<file path="config.mk">
export PLATFORM = sky130hd
export DESIGN_NAME = dtlpm_ram
export DESIGN_NICKNAME = d
export VERILOG_FILES = /design/src/rtl/dtlpm_ram.sv
export SDC_FILE = /design/constraint.sdc
export NUM_CORES = 1
export LEC_CHECK = 0
export BUFFER_PORTS_ARGS = -buffer_cell sky130_fd_sc_hd__buf_4
export CAP_MARGIN = 20
export CORE_UTILIZATION = 45
export CTS_CLUSTER_DIAMETER = 120
export DETAILED_ROUTE_END_ITERATION = 6
export HOLD_SLACK_MARGIN = 0.02
export PLACE_DENSITY_LB_ADDON = 0.1
export SLEW_MARGIN = 5
export SYNTH_ARGS = -nofsm -noshare
export SYNTH_HDL_FRONTEND = slang
export SYNTH_SLANG_ARGS = --single-unit
</file>
<file path="constraint.sdc">
create_clock -name clk -period 3.9 [get_ports clk]
set_clock_uncertainty 0.2 [all_clocks]
set_input_delay 0.39 -clock clk [delete_from_list [all_inputs] [get_ports clk]]
set_output_delay 0.39 -clock clk [all_outputs]
set_load 0.1 [all_outputs]
</file>
<file path="src/rtl/dtlpm_ram.sv">
module dtlpm_ram #(
    parameter int WIDTH = 8,
    parameter int DEPTH = 16
) (
    input  logic                     clk,
    input  logic                     we,
    input  logic [$clog2(DEPTH)-1:0] addr,
    input  logic [WIDTH-1:0]         wdata,
    output logic [WIDTH-1:0]         rdata
);

    logic [WIDTH-1:0] mem [DEPTH];

    always_ff @(posedge clk)
    begin
        if (we)
        begin
            mem[addr] <= wdata;
        end
        rdata <= mem[addr];
    end

endmodule

</file>
==> flow_summary.json <==
{
  "worst-setup-path-type": "input port to flop",
  "max_slew.worst_pin.slew_ns": 0.8017,
  "post-place-cells": 384,
  "first_global_vias": 2434,
  "first_iter_violations": 179,
  "slew_violations": 0,
  "syn-num-nets": 244,
  "path_clk_slew_ns": 0.06,
  "place_area_sq_um": 5370,
  "worst-path-stages": 3,
  "fillers": 809,
  "grt_first_pass_wirelength_microns": 14640,
  "min-delay-start": "wdata[0]",
  "crit_fanout": 39,
  "place_ws_ns": 1.391,
  "synth.distinct_cells": 18,
  "antenna_found_initial": 0,
  "fin_crit_sh": 0.4956,
  "dr.pass1.iters": 4,
  "r2r_cells": 3,
  "num_rows": 38,
  "final_common_cell": "edfxtp_1",
  "portBuffers": 21,
  "cts.htree.levels": 4,
  "rr_startpoint": "mem[0][6]$_DFFE_PP_",
  "finalHoldViolations": 0,
  "hold_class": "input port to flop",
  "layoutNonFillerInstCount": 418,
  "setup_ws_ns": 1.967,
  "ys_ff_latch": 136,
  "synth_simple_gate_area_frac": 0.03210,
  "dieWidth_microns": 108.1,
  "fin_setup_tns_ns": 0,
  "reg2reg_to": "rdata[6]$_DFF_P_",
  "gp_congestion": 0.8159,
  "clockBufferDepth": 2,
  "ant_nets": 0,
  "drt-total-wl_microns": 9705,
  "synth_compound_area_frac": 0.02370,
  "max_clock_freq_mhz": 517.4,
  "grt_max_degree": 40,
  "syn2layout_area_growth_pct": 18.49,
  "clk_latency_ns": 0.51,
  "drc": 0,
  "crit_chain": "buf_4 -> nand2_1 -> nor2_1",
  "worstPathArrival_ns": 1.87,
  "yosysWarnings": 0,
  "design.core.area_sq_um": 10890,
  "worstSetupStartpointType": "input port",
  "via_per_inst": 5.517,
  "syn-cell-area_sq_um": 5067,
  "slew-limit-headroom": 0.4635,
  "initial_core_util": 0.4654,
  "design_area_sq_um": 6005,
  "multi_input_area_sq_um": 1003,
  "crit_required_ns": 3.84,
  "crit_path_top_delay_cell": "nor2_1",
  "synthXorXnorAreaFrac": 0,
  "powerDensity_nw_per_um2": 584.0,
  "r2r_setup_slack_ns": 2.27,
  "die_h_microns": 108.1,
  "cts_tree": "done",
  "vdd_drop_max_uv": 299.4,
  "synth.area.mux_share": 0.1422,
  "cpPeakStageDelay_ns": 0.64,
  "maxCapViolCount": 0,
  "die_area_sq_um": 11690,
  "final_nets": 279,
  "overflow": 0,
  "cts.sinks": 136,
  "leakagePower_uw": 0.001967,
  "setup_viol": 0,
  "synth_top_family_by_area": "multiplexers",
  "num_vias": 2306,
  "outcome": "complete, no violations",
  "seq_area_sq_um": 4004,
  "cts_buffers": 17,
  "fin_crit_ns": 1.933,
  "detailedPlacementHpwl_microns": 5988,
  "antenna_cells": 0,
  "yosys.area_share.adder": 0,
  "synth_top_cell_by_area": "edfxtp_1",
  "synth_top_cell_area_share": 0.7585,
  "avgSynthCellArea_sq_um": 22.03,
  "cp_top_family": "simple AND/OR/NAND/NOR gates",
  "ctsResizeCount": 0,
  "ys_seq_area_frac": 0.7901,
  "rsz0062_at_grt": "no",
  "io_pins": 22,
  "cts-root-buf": "clkbuf_8",
  "crit_buf_inv": 1,
  "grt_usage": 0.1870,
  "hold-path-cell-count": 1,
  "layout.cells.most_common_list": "edfxtp_1, mux4_2, buf_4",
  "whs_endpoint": "mem[2][0]$_DFFE_PP_",
  "cp-end-kind": "flop",
  "syn_inst": 230,
  "wl_per_cell_microns": 23.22,
  "synth.area.top_cells": "edfxtp_1, mux4_2, dfxtp_1, a22oi_1, nor2_1",
  "whs_ns": 0.02724,
  "drive_gt1_frac": 0.3237
}
metal layers:
metal / track usage / vias up / part of all wire / routed length [microns]
li1: - / 1030 / - / -
met5: 0 / - / 0 / 0
met2: 0.2853 / 59 / 0.49 / 4762
met4: 0.07730 / 0 / 0.015 / 146
met3: 0.04340 / 14 / 0.049 / 476
met1: 0.2607 / 1203 / 0.45 / 4320
report_power, final:
part	switching (uW)	internal, uW	total [uW]
combinational	160	69.7	229
clock	593	1040	1630
sequential	9.23	1630	1640
total	761	2750	3510
logic make-up (layout without fill, tap and decap cells):
group,Yosys count,after routing
flops,136,136
simple gates,35,35
mux,32,32
compound gates,16,16
buf+inv,11,59
state kept, by name, indices dropped and copies added (netlist names):
name	count
rdata	8
mem	128
final cells by class:
cell class,instances,share of cell area
Clock buffer,17,0.06897
Clock inverter,15,0.03334
Sequential cell,136,0.6668
Timing Repair Buffer,27,0.03459
Multi-Input combinational cell,83,0.1671
Tap cell,140,0.02917
cells in the mapped netlist (all sizes together):
master and n:
a22oi 16, and2 1, buf 8, clkbuf 3
dfxtp 8, edfxtp 128, mux4 32, nand2 9
nand2b 2, nand3 1, nand3b 2, nor2 13
nor2b 2, nor3 4, or3b 1
metrics by stage:
stage,total power [uW],util
3_3_place_gp,1903,0.4932
4_1_cts,3534,0.5515
5_1_grt,3614,0.5515
2_1_floorplan,1827,-
6_report,3507,0.5515
3_5_place_dp,1905,0.4932
worst register-to-register path, delay by kind of cell (launching register included):
family,cells,cell delay [ns]
compound gates,1,0.37
simple gates,1,0.10
flops,1,0.37
mux,1,0.46
worst max-delay path by stage:
| stage | start | to | slack [ns] |
|---|---|---|---|
| final | addr[0] | mem[3][7]$_DFFE_PP_ | 1.97 |
| after global routing | addr[0] | mem[9][1]$_DFFE_PP_ | 1.75 |
| after CTS | addr[0] | mem[9][2]$_DFFE_PP_ | 1.90 |
| after detailed placement | addr[0] | mem[3][5]$_DFFE_PP_ | 1.39 |
| after global placement | addr[0] | mem[13][6]$_DFFE_PP_ | 1.39 |
| after floorplan | addr[2] | mem[0][0]$_DFFE_PP_ | 1.82 |
what timing repair did:
action	4_1_cts	5_1_grt
setup buffers	0	0
hold buffers	2	0
hold endpoints to repair	32	0
(Power assumes the default switching activity.)
