==> src/rtl/dtlpm_pkg.sv <==
package dtlpm_pkg;

    localparam int POOL_NODES = 1024;
    localparam int MAX_DIGITS = 32;
    localparam int RADIX      = 10;

    localparam int NODE_W  = $clog2(POOL_NODES);
    localparam int FREE_W  = NODE_W + 1;
    localparam int COUNT_W = $clog2(MAX_DIGITS + 1);
    localparam int LINKS_W = NODE_W * RADIX;
    localparam int MARK_BIT = LINKS_W;
    localparam int FLAG_BIT = LINKS_W + 1;
    localparam int ROW_W   = LINKS_W + 2;
    localparam int DIGIT_W = 4;
    localparam int LEN_W   = 7;

    localparam logic [7:0] CHAR_ZERO = 8'h30;
    localparam logic [7:0] DIGIT_MAX = 8'd9;
    localparam logic [7:0] CHAR_END  = 8'h00;

    localparam logic signed [LEN_W-1:0] LEN_NONE = '1;

    localparam logic [1:0] OP_INSERT = 2'd0;
    localparam logic [1:0] OP_LOOKUP = 2'd1;
    localparam logic [1:0] OP_CLEAR  = 2'd2;

    localparam logic [1:0] ERR_OK        = 2'd0;
    localparam logic [1:0] ERR_NON_DIGIT = 2'd1;
    localparam logic [1:0] ERR_POOL_FULL = 2'd2;
    localparam logic [1:0] ERR_TOO_LONG  = 2'd3;

    typedef struct packed {
        logic              we;
        logic [NODE_W-1:0] addr;
        logic [ROW_W-1:0]  wdata;
    } mem_req_t;

endpackage

==> src/rtl/dtlpm_walk.sv <==
module dtlpm_walk (
    input  logic                                     clk,
    input  logic                                     rst_n,
    input  logic                                     in_valid,
    output logic                                     in_ready,
    input  logic [1:0]                               in_op,
    input  logic [7:0]                               in_char,
    input  logic                                     in_flag,
    output logic                                     out_valid,
    input  logic                                     out_ready,
    output logic [1:0]                               out_op,
    output logic signed [dtlpm_pkg::LEN_W-1:0]       out_len,
    output logic                                     out_flag,
    output logic [1:0]                               out_err,
    output dtlpm_pkg::mem_req_t                      mem_req,
    input  logic [dtlpm_pkg::ROW_W-1:0]              mem_rdata
);
    import dtlpm_pkg::*;

    typedef enum logic [1:0] {ST_CLEAR, ST_IDLE, ST_FETCH} state_t;
    typedef enum logic [2:0] {
        WS_IDLE, WS_INS, WS_ERR1, WS_ERR2, WS_ERR3, WS_LOOK, WS_STOP
    } walk_t;

    state_t                    state_reg, state_next;
    walk_t                     walk_reg, walk_next, e_walk;
    logic [NODE_W-1:0]         clr_reg, clr_next;
    logic [NODE_W-1:0]         cursor_reg, cursor_next, e_cursor;
    logic [COUNT_W-1:0]        count_reg, count_next, e_count;
    logic signed [LEN_W-1:0]   best_len_reg, best_len_next, e_best_len;
    logic                      best_flag_reg, best_flag_next, e_best_flag;
    logic [FREE_W-1:0]         free_reg, free_next;
    logic [ROW_W-1:0]          row_reg, row_next, e_row, mod_row, mark_row;
    logic [ROW_W-1:0]          root_reg, root_next;
    logic                      out_valid_reg, out_valid_next;
    logic [1:0]                out_op_reg, out_op_next;
    logic signed [LEN_W-1:0]   out_len_reg, out_len_next;
    logic                      out_flag_reg, out_flag_next;
    logic [1:0]                out_err_reg, out_err_next;
    logic                      accept, start;
    logic [7:0]                digit;
    logic                      is_digit;
    logic [DIGIT_W-1:0]        d4;
    logic [NODE_W-1:0]         link;

    assign in_ready  = (state_reg == ST_IDLE) && (!out_valid_reg || out_ready);
    assign accept    = in_valid && in_ready;
    assign out_valid = out_valid_reg;
    assign out_op    = out_op_reg;
    assign out_len   = out_len_reg;
    assign out_flag  = out_flag_reg;
    assign out_err   = out_err_reg;

    assign digit    = in_char - CHAR_ZERO;
    assign is_digit = (digit <= DIGIT_MAX);
    assign d4       = digit[DIGIT_W-1:0];

    // walk context, restarted from the root at the first word after a terminator or when the operation changes
    always_comb
    begin
        if (in_op == OP_INSERT)
        begin
            start = !(walk_reg == WS_INS || walk_reg == WS_ERR1 ||
                      walk_reg == WS_ERR2 || walk_reg == WS_ERR3);
        end
        else
        begin
            start = !(walk_reg == WS_LOOK || walk_reg == WS_STOP);
        end
        if (start)
        begin
            e_walk      = (in_op == OP_INSERT) ? WS_INS : WS_LOOK;
            e_cursor    = '0;
            e_count     = '0;
            e_row       = root_reg;
            e_best_len  = LEN_NONE;
            e_best_flag = 1'b0;
            if (in_op == OP_LOOKUP && root_reg[MARK_BIT])
            begin
                e_best_len  = '0;
                e_best_flag = root_reg[FLAG_BIT];
            end
        end
        else
        begin
            e_walk      = walk_reg;
            e_cursor    = cursor_reg;
            e_count     = count_reg;
            e_row       = row_reg;
            e_best_len  = best_len_reg;
            e_best_flag = best_flag_reg;
        end
    end

    always_comb
    begin
        link    = '0;
        mod_row = e_row;
        for (int i = 0; i < RADIX; i++)
        begin
            if (d4 == DIGIT_W'(i))
            begin
                link = e_row[i*NODE_W +: NODE_W];
                mod_row[i*NODE_W +: NODE_W] = free_reg[NODE_W-1:0];
            end
        end
        mark_row = e_row;
        mark_row[MARK_BIT] = 1'b1;
        mark_row[FLAG_BIT] = in_flag;
    end

    always_comb
    begin
        state_next     = state_reg;
        walk_next      = walk_reg;
        clr_next       = clr_reg;
        cursor_next    = cursor_reg;
        count_next     = count_reg;
        best_len_next  = best_len_reg;
        best_flag_next = best_flag_reg;
        free_next      = free_reg;
        row_next       = row_reg;
        root_next      = root_reg;
        out_valid_next = out_valid_reg && !out_ready;
        out_op_next    = out_op_reg;
        out_len_next   = out_len_reg;
        out_flag_next  = out_flag_reg;
        out_err_next   = out_err_reg;
        mem_req        = '0;

        case (state_reg)
            ST_CLEAR:
            begin
                mem_req.we   = 1'b1;
                mem_req.addr = clr_reg;
                if (clr_reg == NODE_W'(POOL_NODES - 1))
                begin
                    state_next = ST_IDLE;
                end
                else
                begin
                    clr_next = clr_reg + 1'b1;
                end
            end
            ST_FETCH:
            begin
                row_next   = mem_rdata;
                state_next = ST_IDLE;
                if (walk_reg == WS_LOOK && mem_rdata[MARK_BIT])
                begin
                    best_len_next  = LEN_W'(count_reg);
                    best_flag_next = mem_rdata[FLAG_BIT];
                end
            end
            ST_IDLE:
            begin
                if (accept && (in_op == OP_INSERT || in_op == OP_LOOKUP))
                begin
                    walk_next      = e_walk;
                    cursor_next    = e_cursor;
                    count_next     = e_count;
                    row_next       = e_row;
                    best_len_next  = e_best_len;
                    best_flag_next = e_best_flag;
                    if (in_char == CHAR_END)
                    begin
                        out_valid_next = 1'b1;
                        out_op_next    = in_op;
                        out_len_next   = '0;
                        out_flag_next  = 1'b0;
                        out_err_next   = ERR_OK;
                        row_next       = root_reg;
                        if (in_op == OP_INSERT)
                        begin
                            case (e_walk)
                                WS_INS:
                                begin
                                    mem_req.we    = 1'b1;
                                    mem_req.addr  = e_cursor;
                                    mem_req.wdata = mark_row;
                                    if (e_cursor == '0)
                                    begin
                                        root_next = mark_row;
                                        row_next  = mark_row;
                                    end
                                end
                                WS_ERR1: out_err_next = ERR_NON_DIGIT;
                                WS_ERR2: out_err_next = ERR_POOL_FULL;
                                WS_ERR3: out_err_next = ERR_TOO_LONG;
                                default: out_err_next = ERR_OK;
                            endcase
                        end
                        else
                        begin
                            out_len_next  = e_best_len;
                            out_flag_next = e_best_len[LEN_W-1] ? 1'b0 : e_best_flag;
                        end
                        walk_next      = WS_IDLE;
                        cursor_next    = '0;
                        count_next     = '0;
                        best_len_next  = LEN_NONE;
                        best_flag_next = 1'b0;
                    end
                    else if (in_op == OP_INSERT && e_walk == WS_INS)
                    begin
                        if (!is_digit)
                        begin
                            walk_next = WS_ERR1;
                        end
                        else if (e_count >= COUNT_W'(MAX_DIGITS))
                        begin
                            walk_next = WS_ERR3;
                        end
                        else if (link == '0)
                        begin
                            if (free_reg >= FREE_W'(POOL_NODES))
                            begin
                                walk_next = WS_ERR2;
                            end
                            else
                            begin
                                mem_req.we    = 1'b1;
                                mem_req.addr  = e_cursor;
                                mem_req.wdata = mod_row;
                                if (e_cursor == '0)
                                begin
                                    root_next = mod_row;
                                end
                                cursor_next = free_reg[NODE_W-1:0];
                                free_next   = free_reg + 1'b1;
                                count_next  = e_count + 1'b1;
                                row_next    = '0;
                            end
                        end
                        else
                        begin
                            mem_req.addr = link;
                            cursor_next  = link;
                            count_next   = e_count + 1'b1;
                            state_next   = ST_FETCH;
                        end
                    end
                    else if (in_op == OP_LOOKUP && e_walk == WS_LOOK)
                    begin
                        if (!is_digit || e_count >= COUNT_W'(MAX_DIGITS) || link == '0 ||
                            {1'b0, link} >= FREE_W'(POOL_NODES))
                        begin
                            walk_next = WS_STOP;
                        end
                        else
                        begin
                            mem_req.addr = link;
                            cursor_next  = link;
                            count_next   = e_count + 1'b1;
                            state_next   = ST_FETCH;
                        end
                    end
                end
                else if (accept && in_op == OP_CLEAR)
                begin
                    state_next     = ST_CLEAR;
                    clr_next       = '0;
                    walk_next      = WS_IDLE;
                    cursor_next    = '0;
                    count_next     = '0;
                    best_len_next  = LEN_NONE;
                    best_flag_next = 1'b0;
                    free_next      = FREE_W'(1);
                    row_next       = '0;
                    root_next      = '0;
                    out_valid_next = 1'b1;
                    out_op_next    = OP_CLEAR;
                    out_len_next   = '0;
                    out_flag_next  = 1'b0;
                    out_err_next   = ERR_OK;
                end
            end
            default:
            begin
                state_next = ST_CLEAR;
                clr_next   = '0;
            end
        endcase
    end

    always_ff @(posedge clk or negedge rst_n)
    begin
        if (!rst_n)
        begin
            state_reg     <= ST_CLEAR;
            walk_reg      <= WS_IDLE;
            clr_reg       <= '0;
            cursor_reg    <= '0;
            count_reg     <= '0;
            best_len_reg  <= LEN_NONE;
            best_flag_reg <= 1'b0;
            free_reg      <= FREE_W'(1);
            row_reg       <= '0;
            root_reg      <= '0;
            out_valid_reg <= 1'b0;
            out_op_reg    <= OP_INSERT;
            out_len_reg   <= '0;
            out_flag_reg  <= 1'b0;
            out_err_reg   <= ERR_OK;
        end
        else
        begin
            state_reg     <= state_next;
            walk_reg      <= walk_next;
            clr_reg       <= clr_next;
            cursor_reg    <= cursor_next;
            count_reg     <= count_next;
            best_len_reg  <= best_len_next;
            best_flag_reg <= best_flag_next;
            free_reg      <= free_next;
            row_reg       <= row_next;
            root_reg      <= root_next;
            out_valid_reg <= out_valid_next;
            out_op_reg    <= out_op_next;
            out_len_reg   <= out_len_next;
            out_flag_reg  <= out_flag_next;
            out_err_reg   <= out_err_next;
        end
    end

endmodule

==> config.mk <==
export PLATFORM = sky130hd
export DESIGN_NAME = dtlpm_walk
export DESIGN_NICKNAME = d
export VERILOG_FILES = /design/src/rtl/dtlpm_pkg.sv /design/src/rtl/dtlpm_walk.sv
export SDC_FILE = /design/constraint.sdc
export NUM_CORES = 1
export LEC_CHECK = 0
export BUFFER_PORTS_ARGS = -buffer_cell sky130_fd_sc_hd__buf_2
export CAP_MARGIN = 10
export CELL_PAD_IN_SITES_DETAIL_PLACEMENT = 0
export CELL_PAD_IN_SITES_GLOBAL_PLACEMENT = 1
export CORE_MARGIN = 1
export CORE_UTILIZATION = 48
export CTS_BUF_LIST = sky130_fd_sc_hd__clkbuf_2
export DETAILED_ROUTE_END_ITERATION = 8
export MAX_ROUTING_LAYER = met4
export PLACE_DENSITY_LB_ADDON = 0.1
export SYNTH_ARGS = -nofsm -noshare
export SYNTH_HDL_FRONTEND = slang
export SYNTH_SLANG_ARGS = --single-unit
==> constraint.sdc <==
create_clock -name clk -period 10.5 [get_ports clk]
set_input_delay 1.05 -clock clk [delete_from_list [all_inputs] [get_ports clk]]
set_output_delay 1.05 -clock clk [all_outputs]
set_load 0.1 [all_outputs]
==> metrics.md <==
| Metric | Value |
|---|---|
| Number of CTS-inserted buffers | 79 |
| WS Path Type | register to primary output |
| Vias in the first global route | 19837 |
| Slew HR | 0.237 |
| Post-Syn Instances | 2490 |
| Fmax achieved | 111 MHz |
| Layout cell share with drive strength beyond 1 | 0.178 |
| Number of enable flip-flop cells after synthesis | 0 |
| Reported max-cap violation count | 0 |
| Setup slack at placement | 2110 ps |
| Die H | 200 µm |
| Arrival time at the worst endpoint | 7930 ps |
| Worst hold-check path type | primary input to register |
| Synth Area in Adders | 0.00643 |
| Hold Vio Cnt, Final | 0 |
| Total die area | 0.0401 mm² |
| Unrepaired setup endpoints after global routing | no |
| Final Wtd Congestion | 0.980 |
| Area share of the largest cell type after synthesis | 0.343 |
| Die extent in x | 200 µm |
| Fin crit period | 8980 ps |
| CTS resizes | 0 |
| Post-Layout Inst Area | 0.0212 mm² |
| Multiplexer area fraction after synthesis | 0.0605 |
| Fin nets | 2782 |
| Register area share after synthesis | 0.354 |
| Synth warn | 0 |
| Post-Synth XOR/XNOR Area | 0.00325 |
| Slew @ Worst Pin | 1140 ps |
| CP Launch Type | register |
| Failing checks | design-rule violations |
| Synth Area in Compound Gates | 0.329 |
| Final Power | 4670 µW |
| Area grow syn2layout | 12.4% |
| Post-DP Area | 0.0205 mm² |
| Most common cell after layout, fill and taps aside | nand2_1 |
| Setup_tns | 0 ps |
| Vias per inst | 6.56 |
| Commonest non-fill, non-tap cells in the layout | 419 x nand2_1, 335 x nor2_1, 307 x o21ai_0 |
| Clock Sinks | 267 |
| Status | complete, but fails checks |
| Synth area leaders | dfrtp_1 34%, nand2_1 8.4%, o21ai_0 8.1% |
| Htree depth | 3 |
| Core ar. | 0.0387 mm² |
| Largest family of logic cells by synthesized area | compound AO/OA/AOI/OAI gates |
| Critical path required time | 9450 ps |
| Dpl hpwl | 54.0 mm |
| Flops & latches, synth | 267 |
| Final setup violation count | 0 |
| Prevailing post-synth register cell | dfrtp_1 |
| Largest area contributor in the netlist | dfrtp_1 |
| I/O Buffers | 243 |
| DRT antenna net count | 0 |
| First-pass GRT wire length | 125 mm |
| Number of post-CTS setup repair buffers | 0 |
| Maximum number of pins on one net before global-route repair | 198 |
| Worst-Skew Late Latency | 1130 ps |
| Total grt overflow | 0 |
| Row cnt | 72 |
| Clock Path Buffers | 3 |
| WL per Instance | 25.6 µm |
| Final Skew | 94.8 ps |
| Synth cell types | 81 |
| Synth async-reset ratio | 1.00 |
| Tcrit/Tclk final | 0.855 |
| Ports | 244 |
| Crit-path max FO | 50 |
| Post-synth design cell area | 0.0189 mm² |
| Root Driver | clkbuf_2 |
| Antenna violations before repair | 2 |
| Starting Density | 0.488 |
| Clock slew at reported path FFs | 110 ps |
| WL final | 82.8 mm |
| Gr usage total | 0.417 |
| Drt first pass iters | 7 |
| 1st-iter DRT viols | 2195 |
| Lkg Pwr | 0.00903 µW |
| CTS tree | done |
| Vias | 21222 |
| DRC viols | 2 |
| Worst setup margin | 1520 ps |
| CP endpoint kind | primary output |
| Post-Synth Simple-Gate Area | 0.196 |
| Final slew viol count | 0 |
| Syn_area_per_cell | 7.59 µm² |
| Worst vdd ir | 290 µV |
| P per Cell Area | 220 mW/mm² |
| Net Count, Synth | 2615 |
==> kinds of logic after synthesis <==
kind of cell,Yosys count
compound gates,956
xor+xnor,7
fa+ha+maj,10
buf+inv,244
flops,267
mux,109
simple gates,897
==> worst max-delay path: stages, from the launching register on <==
cell	delay, ps
dfrtp_1	570
nor2_2	490
mux2i_4	250
o21ai_4	830
buf_12	380
buf_4	320
mux2i_2	360
o221ai_1	180
a221oi_1	360
a21oi_1	200
or4_1	590
nor3_1	860
o21ai_4	260
buf_4	360
nor2_1	200
buf_2	440
==> power breakdown <==
| part | internal (µW) | switching, µW |
|---|---|---|
| clock network | 349 | 513 |
| logic | 706 | 1620 |
| registers | 1270 | 216 |
| total | 2320 | 2350 |
==> worst paths after layout <==
path	from	to	slack, ps	cells past startpoint
min in group asynchronous	rst_n	root_reg[18]	480	2
max in group asynchronous	rst_n	root_reg[91]	8520	3
hold reg to reg	out_len[0]	out_len[0]	470	2
hold / removal	mem_rdata[92]	row_reg[92]	230	3
setup / recovery	walk_reg[1]	mem_req[20]	1520	15
setup reg to reg	walk_reg[1]	row_reg[64]	3910	15
==> cell usage after synthesis, types with 6 or more instances <==
master and n:
mux2_2 14, a22oi_1 114, ha_1 8, nor2b_1 7
inv_1 29, o22ai_1 43, o221ai_1 22, dfstp_2 8
a22o_1 21, a221oi_1 18, or4_1 9, o2bb2ai_1 75
a211oi_1 51, o21ai_0 307, and2_1 11, clkbuf_1 178
a21oi_1 158, or2_2 6, nand2_1 422, buf_2 18
nand4_1 7, a21o_1 8, dfrtp_1 259, a31oi_1 15
a32oi_1 9, o21ai_1 10, a221o_1 17, nand3_1 28
nor3_1 30, o21a_1 9, o31ai_1 10, nor2_1 339
buf_1 14, o211ai_1 20, mux2i_1 90, a2bb2oi_1 13
==> metal layers <==
metal,vias to the layer above,track usage,wire length [µm]
li1,9453,-,-
met1,10233,0.553,33800
met4,0,0.199,3800
met2,1301,0.587,36100
met3,235,0.111,9030
met5,-,-,0
==> metrics by stage <==
step,cells,util,hold slack (ps)
global route,3234,0.548,205
finish,3234,0.548,234
floorplan,2490,-,446
global placement,3093,0.529,459
CTS,3231,0.548,184
detailed placement,3093,0.529,464
==> layout make-up <==
| cell class | instances | area, µm² |
|---|---|---|
| Clock inverter | 17 | 124 |
| Fill cell | 3793 | 17500 |
| Clock buffer | 120 | 601 |
| Timing Repair Buffer | 300 | 1690 |
| Antenna cell | 3 | 7.51 |
| Sequential cell | 267 | 6690 |
| Tap cell | 518 | 648 |
| Inverter | 30 | 114 |
| Multi-Input combinational cell | 1979 | 11300 |
==> timing repair <==
item,in CTS,in global routing
setup endpoints to repair,0,0
endpoints found under the hold margin,65,0
hold buffers,1,0
(Power assumes the default switching activity.)
